File: src/design/hso_pkg.sv
// Shared constants, types and field helpers for the hyperslab offset walker.
package hso_pkg;

  localparam int MAX_DIMS  = 4;
  localparam int DIM_BITS  = 16;
  localparam int DIM_IDX_W = (MAX_DIMS > 1) ? $clog2(MAX_DIMS) : 1;
  localparam int RANK_W    = 3;
  localparam int ESL_W     = 2;
  localparam int CFG_IDX_W = 3;
  localparam int DESC_W    = 64;
  localparam int OFFSET_W  = 64;
  localparam int ORD_W     = 64;
  localparam int ERR_W     = 3;

  localparam int SIZE_LSB   = 48;
  localparam int START_LSB  = 32;
  localparam int STRIDE_LSB = 16;
  localparam int STOP_LSB   = 0;

  localparam logic [DESC_W-1:0] DESC_RESET = 64'h0001_0000_0001_0000;

  localparam logic [CFG_IDX_W-1:0] REG_RANK = 3'd0;
  localparam logic [CFG_IDX_W-1:0] REG_ESL  = 3'd1;
  localparam logic [CFG_IDX_W-1:0] REG_DIM0 = 3'd2;

  localparam logic [ERR_W-1:0] ERR_OK        = 3'd0;
  localparam logic [ERR_W-1:0] ERR_START     = 3'd1;
  localparam logic [ERR_W-1:0] ERR_STRIDE    = 3'd2;
  localparam logic [ERR_W-1:0] ERR_BEYOND    = 3'd3;
  localparam logic [ERR_W-1:0] ERR_EXHAUSTED = 3'd4;

  typedef logic [DIM_BITS-1:0] dim_t;

  typedef enum logic [1:0] {
    ST_IDLE,
    ST_EVAL,
    ST_HORN,
    ST_EMIT
  } state_t;

  typedef struct packed {
    logic accept;
    logic eval;
    logic horn_step;
    logic emit;
  } ctrl_cmd_t;

  typedef struct packed {
    logic eval_err;
    logic horn_done;
    logic out_free;
  } dp_stat_t;

  function automatic dim_t desc_size(input logic [DESC_W-1:0] desc);
    return desc[SIZE_LSB +: DIM_BITS];
  endfunction

  function automatic dim_t desc_start(input logic [DESC_W-1:0] desc);
    return desc[START_LSB +: DIM_BITS];
  endfunction

  function automatic dim_t desc_stride(input logic [DESC_W-1:0] desc);
    return desc[STRIDE_LSB +: DIM_BITS];
  endfunction

  function automatic dim_t desc_stop(input logic [DESC_W-1:0] desc);
    return desc[STOP_LSB +: DIM_BITS];
  endfunction

endpackage

File: src/design/hso_if.sv
// Channel interfaces: request, result and register write.
interface hso_in_if;
  logic valid;
  logic ready;
  logic restart;

  modport source (output valid, output restart, input ready);
  modport sink   (input valid, input restart, output ready);
endinterface

interface hso_out_if;
  logic                          valid;
  logic                          ready;
  logic [hso_pkg::OFFSET_W-1:0]  byte_offset;
  logic [hso_pkg::ORD_W-1:0]     element_ordinal;
  logic                          last_element;
  logic [hso_pkg::ERR_W-1:0]     error_code;

  modport source (output valid, output byte_offset, output element_ordinal,
                  output last_element, output error_code, input ready);
  modport sink   (input valid, input byte_offset, input element_ordinal,
                  input last_element, input error_code, output ready);
endinterface

interface hso_cfg_if;
  logic                          valid;
  logic                          ready;
  logic [hso_pkg::CFG_IDX_W-1:0] index;
  logic [hso_pkg::DESC_W-1:0]    data;

  modport source (output valid, output index, output data, input ready);
  modport sink   (input valid, input index, input data, output ready);
endinterface

File: src/design/hso_ctrl.sv
// Controller state machine: sequences check/advance, offset build and result load.
module hso_ctrl (
  input  logic               clk,
  input  logic               rst_n,
  input  logic               in_valid,
  output logic               in_ready,
  input  hso_pkg::dp_stat_t  stat,
  output hso_pkg::ctrl_cmd_t cmd
);

  hso_pkg::state_t state_r, state_nxt;

  always_ff @(posedge clk) begin
    if (!rst_n) begin
      state_r <= hso_pkg::ST_IDLE;
    end else begin
      state_r <= state_nxt;
    end
  end

  always_comb begin
    state_nxt = state_r;
    cmd       = '0;
    in_ready  = 1'b0;
    unique case (state_r)
      hso_pkg::ST_IDLE: begin
        in_ready   = 1'b1;
        cmd.accept = in_valid;
        if (in_valid) begin
          state_nxt = hso_pkg::ST_EVAL;
        end
      end
      hso_pkg::ST_EVAL: begin
        cmd.eval  = 1'b1;
        state_nxt = stat.eval_err ? hso_pkg::ST_EMIT : hso_pkg::ST_HORN;
      end
      hso_pkg::ST_HORN: begin
        if (stat.horn_done) begin
          state_nxt = hso_pkg::ST_EMIT;
        end else begin
          cmd.horn_step = 1'b1;
        end
      end
      hso_pkg::ST_EMIT: begin
        if (stat.out_free) begin
          cmd.emit  = 1'b1;
          state_nxt = hso_pkg::ST_IDLE;
        end
      end
      default: begin
        state_nxt = hso_pkg::ST_IDLE;
      end
    endcase
  end

`ifndef SYNTHESIS
  a_accept_only_idle: assert property (@(posedge clk) disable iff (!rst_n)
    cmd.accept |=> state_r == hso_pkg::ST_EVAL)
    else $error("accept did not lead to evaluation");

  a_emit_waits_slot: assert property (@(posedge clk) disable iff (!rst_n)
    cmd.emit |-> stat.out_free)
    else $error("result loaded while output slot busy");

  a_eval_one_cycle: assert property (@(posedge clk) disable iff (!rst_n)
    state_r == hso_pkg::ST_EVAL |=> state_r == hso_pkg::ST_HORN || state_r == hso_pkg::ST_EMIT)
    else $error("evaluation lasted more than one cycle");
`endif

endmodule

File: src/design/hso_datapath.sv
// Datapath: registers, position counters, multiply-add offset unit and result register.
module hso_datapath (
  input  logic                          clk,
  input  logic                          rst_n,
  input  hso_pkg::ctrl_cmd_t            cmd,
  output hso_pkg::dp_stat_t             stat,
  input  logic                          in_restart,
  input  logic                          cfg_valid,
  input  logic [hso_pkg::CFG_IDX_W-1:0] cfg_index,
  input  logic [hso_pkg::DESC_W-1:0]    cfg_data,
  output logic                          out_valid,
  input  logic                          out_ready,
  output logic [hso_pkg::OFFSET_W-1:0]  out_byte_offset,
  output logic [hso_pkg::ORD_W-1:0]     out_element_ordinal,
  output logic                          out_last_element,
  output logic [hso_pkg::ERR_W-1:0]     out_error_code
);

  logic [hso_pkg::RANK_W-1:0]   rank_r;
  logic [hso_pkg::ESL_W-1:0]    esl_r;
  logic [hso_pkg::DESC_W-1:0]   desc_r [hso_pkg::MAX_DIMS];

  hso_pkg::dim_t                pos_r [hso_pkg::MAX_DIMS];
  hso_pkg::dim_t                pos_nxt [hso_pkg::MAX_DIMS];
  logic [hso_pkg::ORD_W-1:0]    ord_r, ord_nxt;
  logic                         walk_r, walk_nxt;
  logic                         restart_r;
  logic [hso_pkg::ERR_W-1:0]    err_r;
  logic [hso_pkg::OFFSET_W-1:0] acc_r, acc_nxt;
  logic [hso_pkg::RANK_W-1:0]   idx_r;

  logic                         out_valid_r;
  logic [hso_pkg::OFFSET_W-1:0] out_offset_r;
  logic [hso_pkg::ORD_W-1:0]    out_ord_r;
  logic                         out_last_r;
  logic [hso_pkg::ERR_W-1:0]    out_err_r;

  logic [hso_pkg::RANK_W-1:0]   rank_used;
  logic [hso_pkg::MAX_DIMS-1:0] dim_act;
  logic [hso_pkg::ERR_W-1:0]    chk_code;
  hso_pkg::dim_t                adv_pos [hso_pkg::MAX_DIMS];
  logic                         adv_carry;
  logic [hso_pkg::ERR_W-1:0]    eval_code;
  logic                         last_c;
  logic [hso_pkg::OFFSET_W+hso_pkg::DIM_BITS-1:0] prod;
  logic                         ok;

  // rank clamp
  always_comb begin
    if (rank_r == '0) begin
      rank_used = hso_pkg::RANK_W'(1);
    end else if (rank_r > hso_pkg::RANK_W'(hso_pkg::MAX_DIMS)) begin
      rank_used = hso_pkg::RANK_W'(hso_pkg::MAX_DIMS);
    end else begin
      rank_used = rank_r;
    end
    for (int d = 0; d < hso_pkg::MAX_DIMS; d++) begin
      dim_act[d] = hso_pkg::RANK_W'(d) < rank_used;
    end
  end

  always_ff @(posedge clk) begin
    if (!rst_n) begin
      rank_r <= hso_pkg::RANK_W'(1);
      esl_r  <= '0;
      for (int d = 0; d < hso_pkg::MAX_DIMS; d++) begin
        desc_r[d] <= hso_pkg::DESC_RESET;
      end
    end else if (cfg_valid) begin
      if (cfg_index == hso_pkg::REG_RANK) begin
        rank_r <= cfg_data[hso_pkg::RANK_W-1:0];
      end
      if (cfg_index == hso_pkg::REG_ESL) begin
        esl_r <= cfg_data[hso_pkg::ESL_W-1:0];
      end
      for (int d = 0; d < hso_pkg::MAX_DIMS; d++) begin
        if (cfg_index == hso_pkg::REG_DIM0 + hso_pkg::CFG_IDX_W'(d)) begin
          desc_r[d] <= cfg_data;
        end
      end
    end
  end

  // restart checks, outermost failing dimension wins
  always_comb begin
    chk_code = hso_pkg::ERR_OK;
    for (int d = 0; d < hso_pkg::MAX_DIMS; d++) begin
      if (dim_act[d] && chk_code == hso_pkg::ERR_OK) begin
        if (hso_pkg::desc_start(desc_r[d]) > hso_pkg::desc_stop(desc_r[d])) begin
          chk_code = hso_pkg::ERR_START;
        end else if (hso_pkg::desc_stride(desc_r[d]) == '0) begin
          chk_code = hso_pkg::ERR_STRIDE;
        end else if (hso_pkg::desc_stop(desc_r[d]) >= hso_pkg::desc_size(desc_r[d])) begin
          chk_code = hso_pkg::ERR_BEYOND;
        end
      end
    end
  end

  // advance: innermost runs fastest, carry outward
  always_comb begin
    logic                      carry;
    logic [hso_pkg::DIM_BITS:0] sum;
    carry = 1'b1;
    for (int d = hso_pkg::MAX_DIMS - 1; d >= 0; d--) begin
      adv_pos[d] = pos_r[d];
      sum = {1'b0, pos_r[d]} + {1'b0, hso_pkg::desc_stride(desc_r[d])};
      if (dim_act[d] && carry) begin
        if (sum <= {1'b0, hso_pkg::desc_stop(desc_r[d])}) begin
          adv_pos[d] = sum[hso_pkg::DIM_BITS-1:0];
          carry      = 1'b0;
        end else begin
          adv_pos[d] = hso_pkg::desc_start(desc_r[d]);
        end
      end
    end
    adv_carry = carry;
  end

  always_comb begin
    pos_nxt = pos_r;
    ord_nxt = ord_r;
    if (restart_r) begin
      eval_code = chk_code;
      if (chk_code == hso_pkg::ERR_OK) begin
        for (int d = 0; d < hso_pkg::MAX_DIMS; d++) begin
          if (dim_act[d]) begin
            pos_nxt[d] = hso_pkg::desc_start(desc_r[d]);
          end
        end
        ord_nxt = '0;
      end
    end else if (!walk_r) begin
      eval_code = hso_pkg::ERR_EXHAUSTED;
    end else begin
      pos_nxt   = adv_pos;
      eval_code = adv_carry ? hso_pkg::ERR_EXHAUSTED : hso_pkg::ERR_OK;
      if (!adv_carry) begin
        ord_nxt = ord_r + hso_pkg::ORD_W'(1);
      end
    end
  end

  // offset unit: acc = acc * size[idx] + pos[idx]
  assign prod    = {{hso_pkg::DIM_BITS{1'b0}}, acc_r}
                 * {{hso_pkg::OFFSET_W{1'b0}},
                    hso_pkg::desc_size(desc_r[idx_r[hso_pkg::DIM_IDX_W-1:0]])};
  assign acc_nxt = prod[hso_pkg::OFFSET_W-1:0]
                 + hso_pkg::OFFSET_W'(pos_r[idx_r[hso_pkg::DIM_IDX_W-1:0]]);

  always_comb begin
    last_c = 1'b1;
    for (int d = 0; d < hso_pkg::MAX_DIMS; d++) begin
      if (dim_act[d] && ({1'b0, pos_r[d]} + {1'b0, hso_pkg::desc_stride(desc_r[d])})
                        <= {1'b0, hso_pkg::desc_stop(desc_r[d])}) begin
        last_c = 1'b0;
      end
    end
  end

  assign ok       = err_r == hso_pkg::ERR_OK;
  assign walk_nxt = ok && !last_c;

  always_ff @(posedge clk) begin
    if (!rst_n) begin
      for (int d = 0; d < hso_pkg::MAX_DIMS; d++) begin
        pos_r[d] <= '0;
      end
      ord_r  <= '0;
      walk_r <= 1'b0;
    end else begin
      if (cmd.eval) begin
        pos_r <= pos_nxt;
        ord_r <= ord_nxt;
      end
      if (cmd.emit) begin
        walk_r <= walk_nxt;
      end
    end
  end

  always_ff @(posedge clk) begin
    if (cmd.accept) begin
      restart_r <= in_restart;
    end
    if (cmd.eval) begin
      err_r <= eval_code;
      acc_r <= hso_pkg::OFFSET_W'(pos_nxt[0]);
      idx_r <= hso_pkg::RANK_W'(1);
    end else if (cmd.horn_step) begin
      acc_r <= acc_nxt;
      idx_r <= idx_r + hso_pkg::RANK_W'(1);
    end
  end

  always_ff @(posedge clk) begin
    if (!rst_n) begin
      out_valid_r <= 1'b0;
    end else if (cmd.emit) begin
      out_valid_r <= 1'b1;
    end else if (out_ready) begin
      out_valid_r <= 1'b0;
    end
  end

  always_ff @(posedge clk) begin
    if (cmd.emit) begin
      out_offset_r <= ok ? (acc_r << esl_r) : '0;
      out_ord_r    <= ok ? ord_r : '0;
      out_last_r   <= ok && last_c;
      out_err_r    <= err_r;
    end
  end

  assign stat.eval_err  = eval_code != hso_pkg::ERR_OK;
  assign stat.horn_done = idx_r == rank_used;
  assign stat.out_free  = !out_valid_r || out_ready;

  assign out_valid           = out_valid_r;
  assign out_byte_offset     = out_offset_r;
  assign out_element_ordinal = out_ord_r;
  assign out_last_element    = out_last_r;
  assign out_error_code      = out_err_r;

`ifndef SYNTHESIS
  a_err_fields_zero: assert property (@(posedge clk) disable iff (!rst_n)
    out_valid_r && out_err_r != hso_pkg::ERR_OK |->
      out_offset_r == '0 && out_ord_r == '0 && !out_last_r)
    else $error("error result carries non-zero fields");

  a_last_ends_walk: assert property (@(posedge clk) disable iff (!rst_n)
    cmd.emit && ok && last_c |=> !walk_r)
    else $error("walk still active after final element");

  a_idx_in_range: assert property (@(posedge clk) disable iff (!rst_n)
    cmd.horn_step |-> idx_r < rank_used)
    else $error("offset step beyond rank");

  a_err_clears_walk: assert property (@(posedge clk) disable iff (!rst_n)
    cmd.emit && !ok |=> !walk_r)
    else $error("walk active after error result");
`endif

endmodule

File: src/design/hyperslab_offset_walker.sv
// Top level of the hyperslab offset walker: channels, controller and datapath.
//
//   channel   modport   payload                                           transfer
//   in_if     sink      restart                                           valid & ready
//   out_if    source    byte_offset, element_ordinal, last_element,       valid & ready
//                       error_code
//   cfg_if    sink      index, data                                       valid & ready
//
// An item runs from its transfer through the check or advance step, then the build of
// the row-major index on a shared 64x16 multiply-add (skipped when checks fail or the
// walk is exhausted), then the result load; no new request is taken before that load.
// Reset (rst_n low, synchronous) gives rank 1, element size 1 and no walk. A waiting
// result sits in the output register; the next request is still taken and held only
// at the result load until out_if.ready frees it.
module hyperslab_offset_walker (
  input  logic      clk,
  input  logic      rst_n,
  hso_in_if.sink    in_if,
  hso_out_if.source out_if,
  hso_cfg_if.sink   cfg_if
);

  hso_pkg::ctrl_cmd_t cmd;
  hso_pkg::dp_stat_t  stat;

  assign cfg_if.ready = 1'b1;

  hso_ctrl u_ctrl (
    .clk      (clk),
    .rst_n    (rst_n),
    .in_valid (in_if.valid),
    .in_ready (in_if.ready),
    .stat     (stat),
    .cmd      (cmd)
  );

  hso_datapath u_datapath (
    .clk                 (clk),
    .rst_n               (rst_n),
    .cmd                 (cmd),
    .stat                (stat),
    .in_restart          (in_if.restart),
    .cfg_valid           (cfg_if.valid),
    .cfg_index           (cfg_if.index),
    .cfg_data            (cfg_if.data),
    .out_valid           (out_if.valid),
    .out_ready           (out_if.ready),
    .out_byte_offset     (out_if.byte_offset),
    .out_element_ordinal (out_if.element_ordinal),
    .out_last_element    (out_if.last_element),
    .out_error_code      (out_if.error_code)
  );

endmodule
File: src/flat_wrapper.sv
// flat-port wrapper written by rule: the top's interface ports become plain ports
module hyperslab_offset_walker_flat 
  (clk, rst_n, in_if_valid, in_if_restart, in_if_ready, out_if_valid, out_if_byte_offset, out_if_element_ordinal, out_if_last_element, out_if_error_code, out_if_ready, cfg_if_valid, cfg_if_index, cfg_if_data, cfg_if_ready);
  hso_in_if in_if_i ();
  hso_out_if out_if_i ();
  hso_cfg_if cfg_if_i ();
  input  logic clk;
  input  logic rst_n;
  input wire logic [$bits(in_if_i.valid)-1:0] in_if_valid;
  input wire logic [$bits(in_if_i.restart)-1:0] in_if_restart;
  output wire logic [$bits(in_if_i.ready)-1:0] in_if_ready;
  output wire logic [$bits(out_if_i.valid)-1:0] out_if_valid;
  output wire logic [$bits(out_if_i.byte_offset)-1:0] out_if_byte_offset;
  output wire logic [$bits(out_if_i.element_ordinal)-1:0] out_if_element_ordinal;
  output wire logic [$bits(out_if_i.last_element)-1:0] out_if_last_element;
  output wire logic [$bits(out_if_i.error_code)-1:0] out_if_error_code;
  input wire logic [$bits(out_if_i.ready)-1:0] out_if_ready;
  input wire logic [$bits(cfg_if_i.valid)-1:0] cfg_if_valid;
  input wire logic [$bits(cfg_if_i.index)-1:0] cfg_if_index;
  input wire logic [$bits(cfg_if_i.data)-1:0] cfg_if_data;
  output wire logic [$bits(cfg_if_i.ready)-1:0] cfg_if_ready;
  assign in_if_i.valid = in_if_valid;
  assign in_if_i.restart = in_if_restart;
  assign in_if_ready = in_if_i.ready;
  assign out_if_valid = out_if_i.valid;
  assign out_if_byte_offset = out_if_i.byte_offset;
  assign out_if_element_ordinal = out_if_i.element_ordinal;
  assign out_if_last_element = out_if_i.last_element;
  assign out_if_error_code = out_if_i.error_code;
  assign out_if_i.ready = out_if_ready;
  assign cfg_if_i.valid = cfg_if_valid;
  assign cfg_if_i.index = cfg_if_index;
  assign cfg_if_i.data = cfg_if_data;
  assign cfg_if_ready = cfg_if_i.ready;
  hyperslab_offset_walker u_core (.clk(clk), .rst_n(rst_n), .in_if(in_if_i), .out_if(out_if_i), .cfg_if(cfg_if_i));
endmodule
File: config.mk
export PLATFORM = sky130hd
export DESIGN_NAME = hyperslab_offset_walker_flat
export DESIGN_NICKNAME = d
export VERILOG_FILES = /design/src/design/hso_pkg.sv /design/src/design/hso_if.sv /design/src/design/hso_ctrl.sv /design/src/design/hso_datapath.sv /design/src/design/hyperslab_offset_walker.sv /design/src/flat_wrapper.sv
export SDC_FILE = /design/constraint.sdc
export NUM_CORES = 2
export LEC_CHECK = 0
export ABC_AREA = 1
export BUFFER_PORTS_ARGS = -buffer_cell sky130_fd_sc_hd__buf_2
export CORE_UTILIZATION = 65
export CTS_CLUSTER_SIZE = 25
export DETAILED_ROUTE_END_ITERATION = 12
export HOLD_SLACK_MARGIN = 0.1
export PLACE_DENSITY_LB_ADDON = 0.15
export SLEW_MARGIN = 5
export SYNTH_ARGS = -nofsm -noshare
export SYNTH_HDL_FRONTEND = slang
export SYNTH_SLANG_ARGS = --single-unit
File: constraint.sdc
create_clock -name clk -period 7.5 [get_ports clk]
set_input_delay 1.125 -clock clk [delete_from_list [all_inputs] [get_ports clk]]
set_output_delay 1.125 -clock clk [all_outputs]
set_load 0.02 [all_outputs]
## Word-level counts from Yosys, hierarchy flattened

Memories as Yosys holds them, arrays and structs flattened. A register that Yosys moved wholly into a read port is not among the register bits.
Index checks and enable logic that the tools add are counted.
Widths: inputs -> output; s select.

- Add/sub/neg operators: 7
- Multiply operators: 1
- Multiplexer cells: 94
- $lt $le $gt $ge: 18
- Div/mod/pow operators: 0
- Equality and inequality tests: 16
- Bitwise logic cells: 5
- Shift-type cells: 1
- Reductions and logical operators: 40

Operators by type and width:

| cell | count |
|---|---|
| $mux 64 | 11 |
| $mux 16 | 16 |
| $add 16x16->17 | 4 |
| $le 17x16->1 | 4 |
| $add 64x1->64 const B | 1 |
| $add 64x16->64 | 1 |
| $ge 16x16->1 | 4 |
| $gt 16x16->1 | 4 |
| $logic_not 16->1 | 4 |
| $mul 64x16->64 | 1 |
| $shl 64x2->64 | 1 |
| $mux 3 | 17 |
| $mux 1 | 39 |
| $bmux 16 s2 | 1 |
| $logic_not 3->1 | 7 |
| $mux 2 | 9 |
| $logic_and 1x1->1 | 12 |
| $ne 2x1->1 const B | 5 |
| $reduce_and 5->1 | 2 |
| $reduce_bool 2->1 | 5 |
| $pmux 2 s4 | 1 |
| $reduce_and 4->1 | 2 |
| $eq 3x2->1 const B | 2 |
| $eq 3x3->1 const B | 2 |
| other kinds (18) | 27 |

- Memories: 1
- Bits of input ports: 73
- RAM bits: 256
- Word-level logic and storage cells: 202
- Latch bits: 0
- Memory bits (read-only): 0
- Output and inout port bits: 135
- Bits in registers: 340

Memories:

| memory | words | width | rd ports | clocked after memory_dff | write ports | RTL line | RTL |
|---|---|---|---|---|---|---|---|
| u_core.u_datapath.desc_r | 4 | 64 | 5 | 1 | 4 | hso_datapath.sv:21 | `logic [hso_pkg::DESC_W-1:0] desc_r [hso_pkg::MAX_DIMS];` |

## Depth between registers and ports, before layout

An unclocked memory read counts as a cell.

- Depth in word-level cells: 22
- Mapped depth: 38
- Depth with buffers taken out: 36

## Hierarchy

Synthesis repeated with hierarchy kept, for this count alone.

- Cell total of the unflattened synthesis: 8115
- Area, all modules: 64242.9 µm²

By module, submodules not included:

| module | area an instance (µm²) | instances | sequential area each (µm²) | cells an instance |
|---|---|---|---|---|
| hso_datapath | 64000.1 | 1 | 16015.4 | 8078 |
| hso_ctrl | 231.5 | 1 | 40.0 | 35 |
| hyperslab_offset_walker | 11.3 | 1 | 0.0 | 2 |

## Worst setup path before layout

No wires, ideal clock.

- Path kind: register to register
- Start point: reg (tool-made name)
- End point: reg u_core.u_datapath.acc_r[61] (netlist bit)
- Library setup time: 0.115 ns
- Data arrival time: 6.789 ns
- Setup slack: 0.595 ns
- Required time: 7.385 ns
- Clock period less this slack: 6.905 ns
- Buffers on the path: 4
- Stages on the path, launching flop included: 36
- Path through: dfxtp_1 buf_6 buf_2 buf_2 a21oi_1 o21ai_0 nand2_1 inv_2 buf_1 nand2_1 fa_1 inv_1 fa_1 inv_1 fa_1 inv_1 fa_1 fa_1 inv_1 fa_1 inv_1 ha_1 nand2_1 nor2_1 inv_1 nor3_1 and3_1 nand3_1 nand3_1 a21o_1 nand2_1 o211ai_1 a21oi_1 xor2_1 o21ai_0 inv_1

RTL lines:

| item | RTL line | RTL |
|---|---|---|
| end signal, assigned | hso_datapath.sv:188 | `acc_r <= hso_pkg::OFFSET_W'(pos_nxt[0]);` |
| end signal, assigned | hso_datapath.sv:191 | `acc_r <= acc_nxt;` |
| end, declared | hso_datapath.sv:29 | `logic [hso_pkg::OFFSET_W-1:0] acc_r, acc_nxt;` |

==> metrics <==
number of non-filler instances in the completed layout=about 9.6k; final instance area=69770 sq um; buffer depth of the longest clock path=3; min setup slack post-route=roughly 0.14 ns; final hold viol count=0; share of post-route cells with drive strength above 1=0.07190; count of buffers from port buffering=206; post-synth cell types=64; flop and latch count out of synthesis=598; yosys warns=0; pin count of the biggest net entering global routing=70; layout-stage area growth over the synthesis result=8.787%; average wire per cell in the routed design=22.69 um; primary flip-flop cell chosen by synthesis mapping=sky130_fd_sc_hd__edfxtp_1; WS Path Type=register to register; worst hold path type=register to register; netlist area before placement=64130 sq um; largest area contributor in the netlist=sky130_fd_sc_hd__fa_1; drt drc=0; f_max=0.1359 GHz; initial detailed-routing violation count=~6.6k; required time reported for the critical path endpoint=8.12 ns; slew at the pin closest to its max-slew limit=1.239 ns; share of Yosys cell area claimed by the top area cell type=0.2407; number of cells in the design after placement=9479; global placement routability congestion=1.065; vias=57.29k; Total GRT Usage=0.4365; Synth async-reset ratio=0; FP Rows=roughly 110; pins over their slew limit=0; syn nets=9420; post-synthesis sequential area ratio=0.2503; clock net sink count=598; count of max-cap constraint violations=0; number of global-route vias before repair=57.05k; placed inst area=66890 sq um; Post-synth EDFFs=roughly 400; initial standard-cell utilization of the core=0.6593; Clock H-tree levels=3; first drt pass iteration count=6; highest metal layer with signal wires=met4; cell count after synthesis=8167; skew final=0.03406 ns; setup violators final=0; largest stage delay on the critical path=0.55 ns; count of pins on the block boundary=around 210; met1 WL=77360 um; worst hold path depth=2; worst reg-to-reg path cell count=30; area of the core=97280 sq um; final worst hold slack=0.4698 ns; met3 wirelength from detailed routing=~26000 um; overflow left after global routing=0; syn avg cell area=around 8 sq um; overall die width=316.1 um; Worst Setup Slack post-DPL=-0.05127 ns; relative slew slack=0.1729; ranking of synthesized cells by area=sky130_fd_sc_hd__fa_1 (24%), sky130_fd_sc_hd__edfxtp_1 (19%), sky130_fd_sc_hd__inv_1 (9.8%), sky130_fd_sc_hd__nand2_1 (9.4%), sky130_fd_sc_hd__ha_1 (8.0%); Worst Path Arrival=7.97 ns; capturing element type of the critical path=register; post-layout net count=between 9k and 10k; final critical-path share of the clock period=0.9809; post-layout min period=7.357 ns; most instantiated library cell after synthesis=sky130_fd_sc_hd__inv_1; initial antenna violation count=2; most frequent CP cell=sky130_fd_sc_hd__inv_1; status=finished, final reports clean; height of the die=316.1 um; TritonCTS clock tree=built; clock transition time at the flip-flop clock pins of the worst setup and hold paths=around 0.06 ns; critical-path cell with the highest stage delay=sky130_fd_sc_hd__fa_1; Clk Latency, worst-skew pair=0.69 ns; WL met2=99400 um; antenna violation net count after detailed routing=0; wire length reported by the detailed router=about 220000 um; buffer cell driving the clock tree root=sky130_fd_sc_hd__clkbuf_16; top cells by instance count after synthesis=sky130_fd_sc_hd__inv_1 (1674), sky130_fd_sc_hd__nand2_1 (1606), sky130_fd_sc_hd__nor2_1 (1158); vias per std cell=5.953; first-pass GRT wire length=between 300000 and 400000 um; number of clock buffers inserted by TritonCTS=75; highest fanout seen on the critical path=25; number of inserted filler cells in the final layout=7745; dpl hpwl=169400 um; Die Footprint=99930 sq um; kind of start point of the critical path=register
==> cells in the final DEF, fill, tap and decap left out, types with 41 or more instances in the layout <==
cell type	count
sky130_fd_sc_hd__dfxtp_1	186
sky130_fd_sc_hd__nand4_1	73
sky130_fd_sc_hd__fa_1	771
sky130_fd_sc_hd__o21ai_1	41
sky130_fd_sc_hd__buf_4	133
sky130_fd_sc_hd__o21ai_0	341
sky130_fd_sc_hd__inv_1	1671
sky130_fd_sc_hd__a31oi_1	42
sky130_fd_sc_hd__nand3_1	204
sky130_fd_sc_hd__xor2_1	136
sky130_fd_sc_hd__nor2_1	1155
sky130_fd_sc_hd__nor3_1	68
sky130_fd_sc_hd__a21oi_1	413
sky130_fd_sc_hd__buf_2	206
sky130_fd_sc_hd__nand2_1	1596
sky130_fd_sc_hd__ha_1	404
sky130_fd_sc_hd__clkbuf_16	81
sky130_fd_sc_hd__o211ai_1	55
sky130_fd_sc_hd__edfxtp_1	408
==> worst max-delay path, delay by kind of cell (launching register included) <==
kind | cells | cell delay (ns)
and+or+nand+nor | 9 | 1.40
buffers and inverters | 9 | 1.36
DFF | 1 | 0.35
adders and majority gates | 7 | 3.32
AOI/OAI and AO/OA | 5 | 0.86
==> timing repair <==
action | CTS | global route
gates cloned | 0 | 3
setup buffers | 0 | 2
setup endpoints to repair | 2 | 17
gates resized for setup | 1 | 31
pin swaps | 0 | 3
hold buffers | 0 | 0
==> layout make-up <==
cell class                 instances  area [sq um]  share of cell area
antenna                            2         5.005          0.00007173
clock buffer                      99          2121             0.03040
clock inverter                    38         555.5            0.007963
inverter                        1709          6431             0.09218
multi-input combinational       5535         40440              0.5796
sequential                       598         16060              0.2302
tap                             1276          1597             0.02288
timing repair buffer             366          2559             0.03667
==> worst paths after layout <==
path | startpoint | to | slack, ns
hold / removal | u_core.u_datapath.ord_r[51]$_SDFFE_PN0P_ | u_core.u_datapath.ord_r[51]$_SDFFE_PN0P_ | 0.47
hold reg to reg | u_core.u_datapath.ord_r[51]$_SDFFE_PN0P_ | u_core.u_datapath.ord_r[51]$_SDFFE_PN0P_ | 0.47
setup / recovery | register | u_core.u_datapath.acc_r[48]$_SDFFE_PP0P_ | 0.14
setup reg to reg | register | u_core.u_datapath.acc_r[48]$_SDFFE_PP0P_ | 0.14
==> sequential cells by signal, indices dropped and copies added, names as in the netlist, 64 cells and up, named ones only <==
name / cells
u_core.u_datapath.out_byte_offset: 64
u_core.u_datapath.out_element_ordinal: 64
u_core.u_datapath.acc_r: 64
u_core.u_datapath.ord_r: 64
u_core.u_datapath.desc_r: 256
u_core.u_datapath.pos_r: 64
==> metrics by stage <==
| stage | setup TNS (ns) | util |
|---|---|---|
| CTS | 0 | 0.7152 |
| global placement | 0 | 0.6876 |
| floorplan | 0 | - |
| finish | 0 | 0.7172 |
| detailed placement | -0.05933 | 0.6876 |
| global route | -0.08512 | 0.7172 |
==> cell families after synthesis <==
| logic type | Yosys count | share of synthesized area |
|---|---|---|
| buf+inv | 2034 | 0.1211 |
| fa+ha+maj | 1180 | 0.3205 |
| xor+xnor | 175 | 0.02413 |
| simple gates | 3196 | 0.2002 |
| other cells | 1 | 0.00005847 |
| flops | 598 | 0.2503 |
| compound gates | 983 | 0.08370 |
==> routing by layer <==
| layer | vias to the layer above | track usage |
|---|---|---|
| met5 | - | 0 |
| met4 | 0 | 0.2738 |
| met3 | 839 | 0.1080 |
| met2 | 3698 | 0.6938 |
| met1 | 27400 | 0.5353 |
| li1 | 25350 | - |
Power is left out: the tool's default activity adds up to more than one toggle a clock period on the data nets, which glitch-free logic cannot reach.
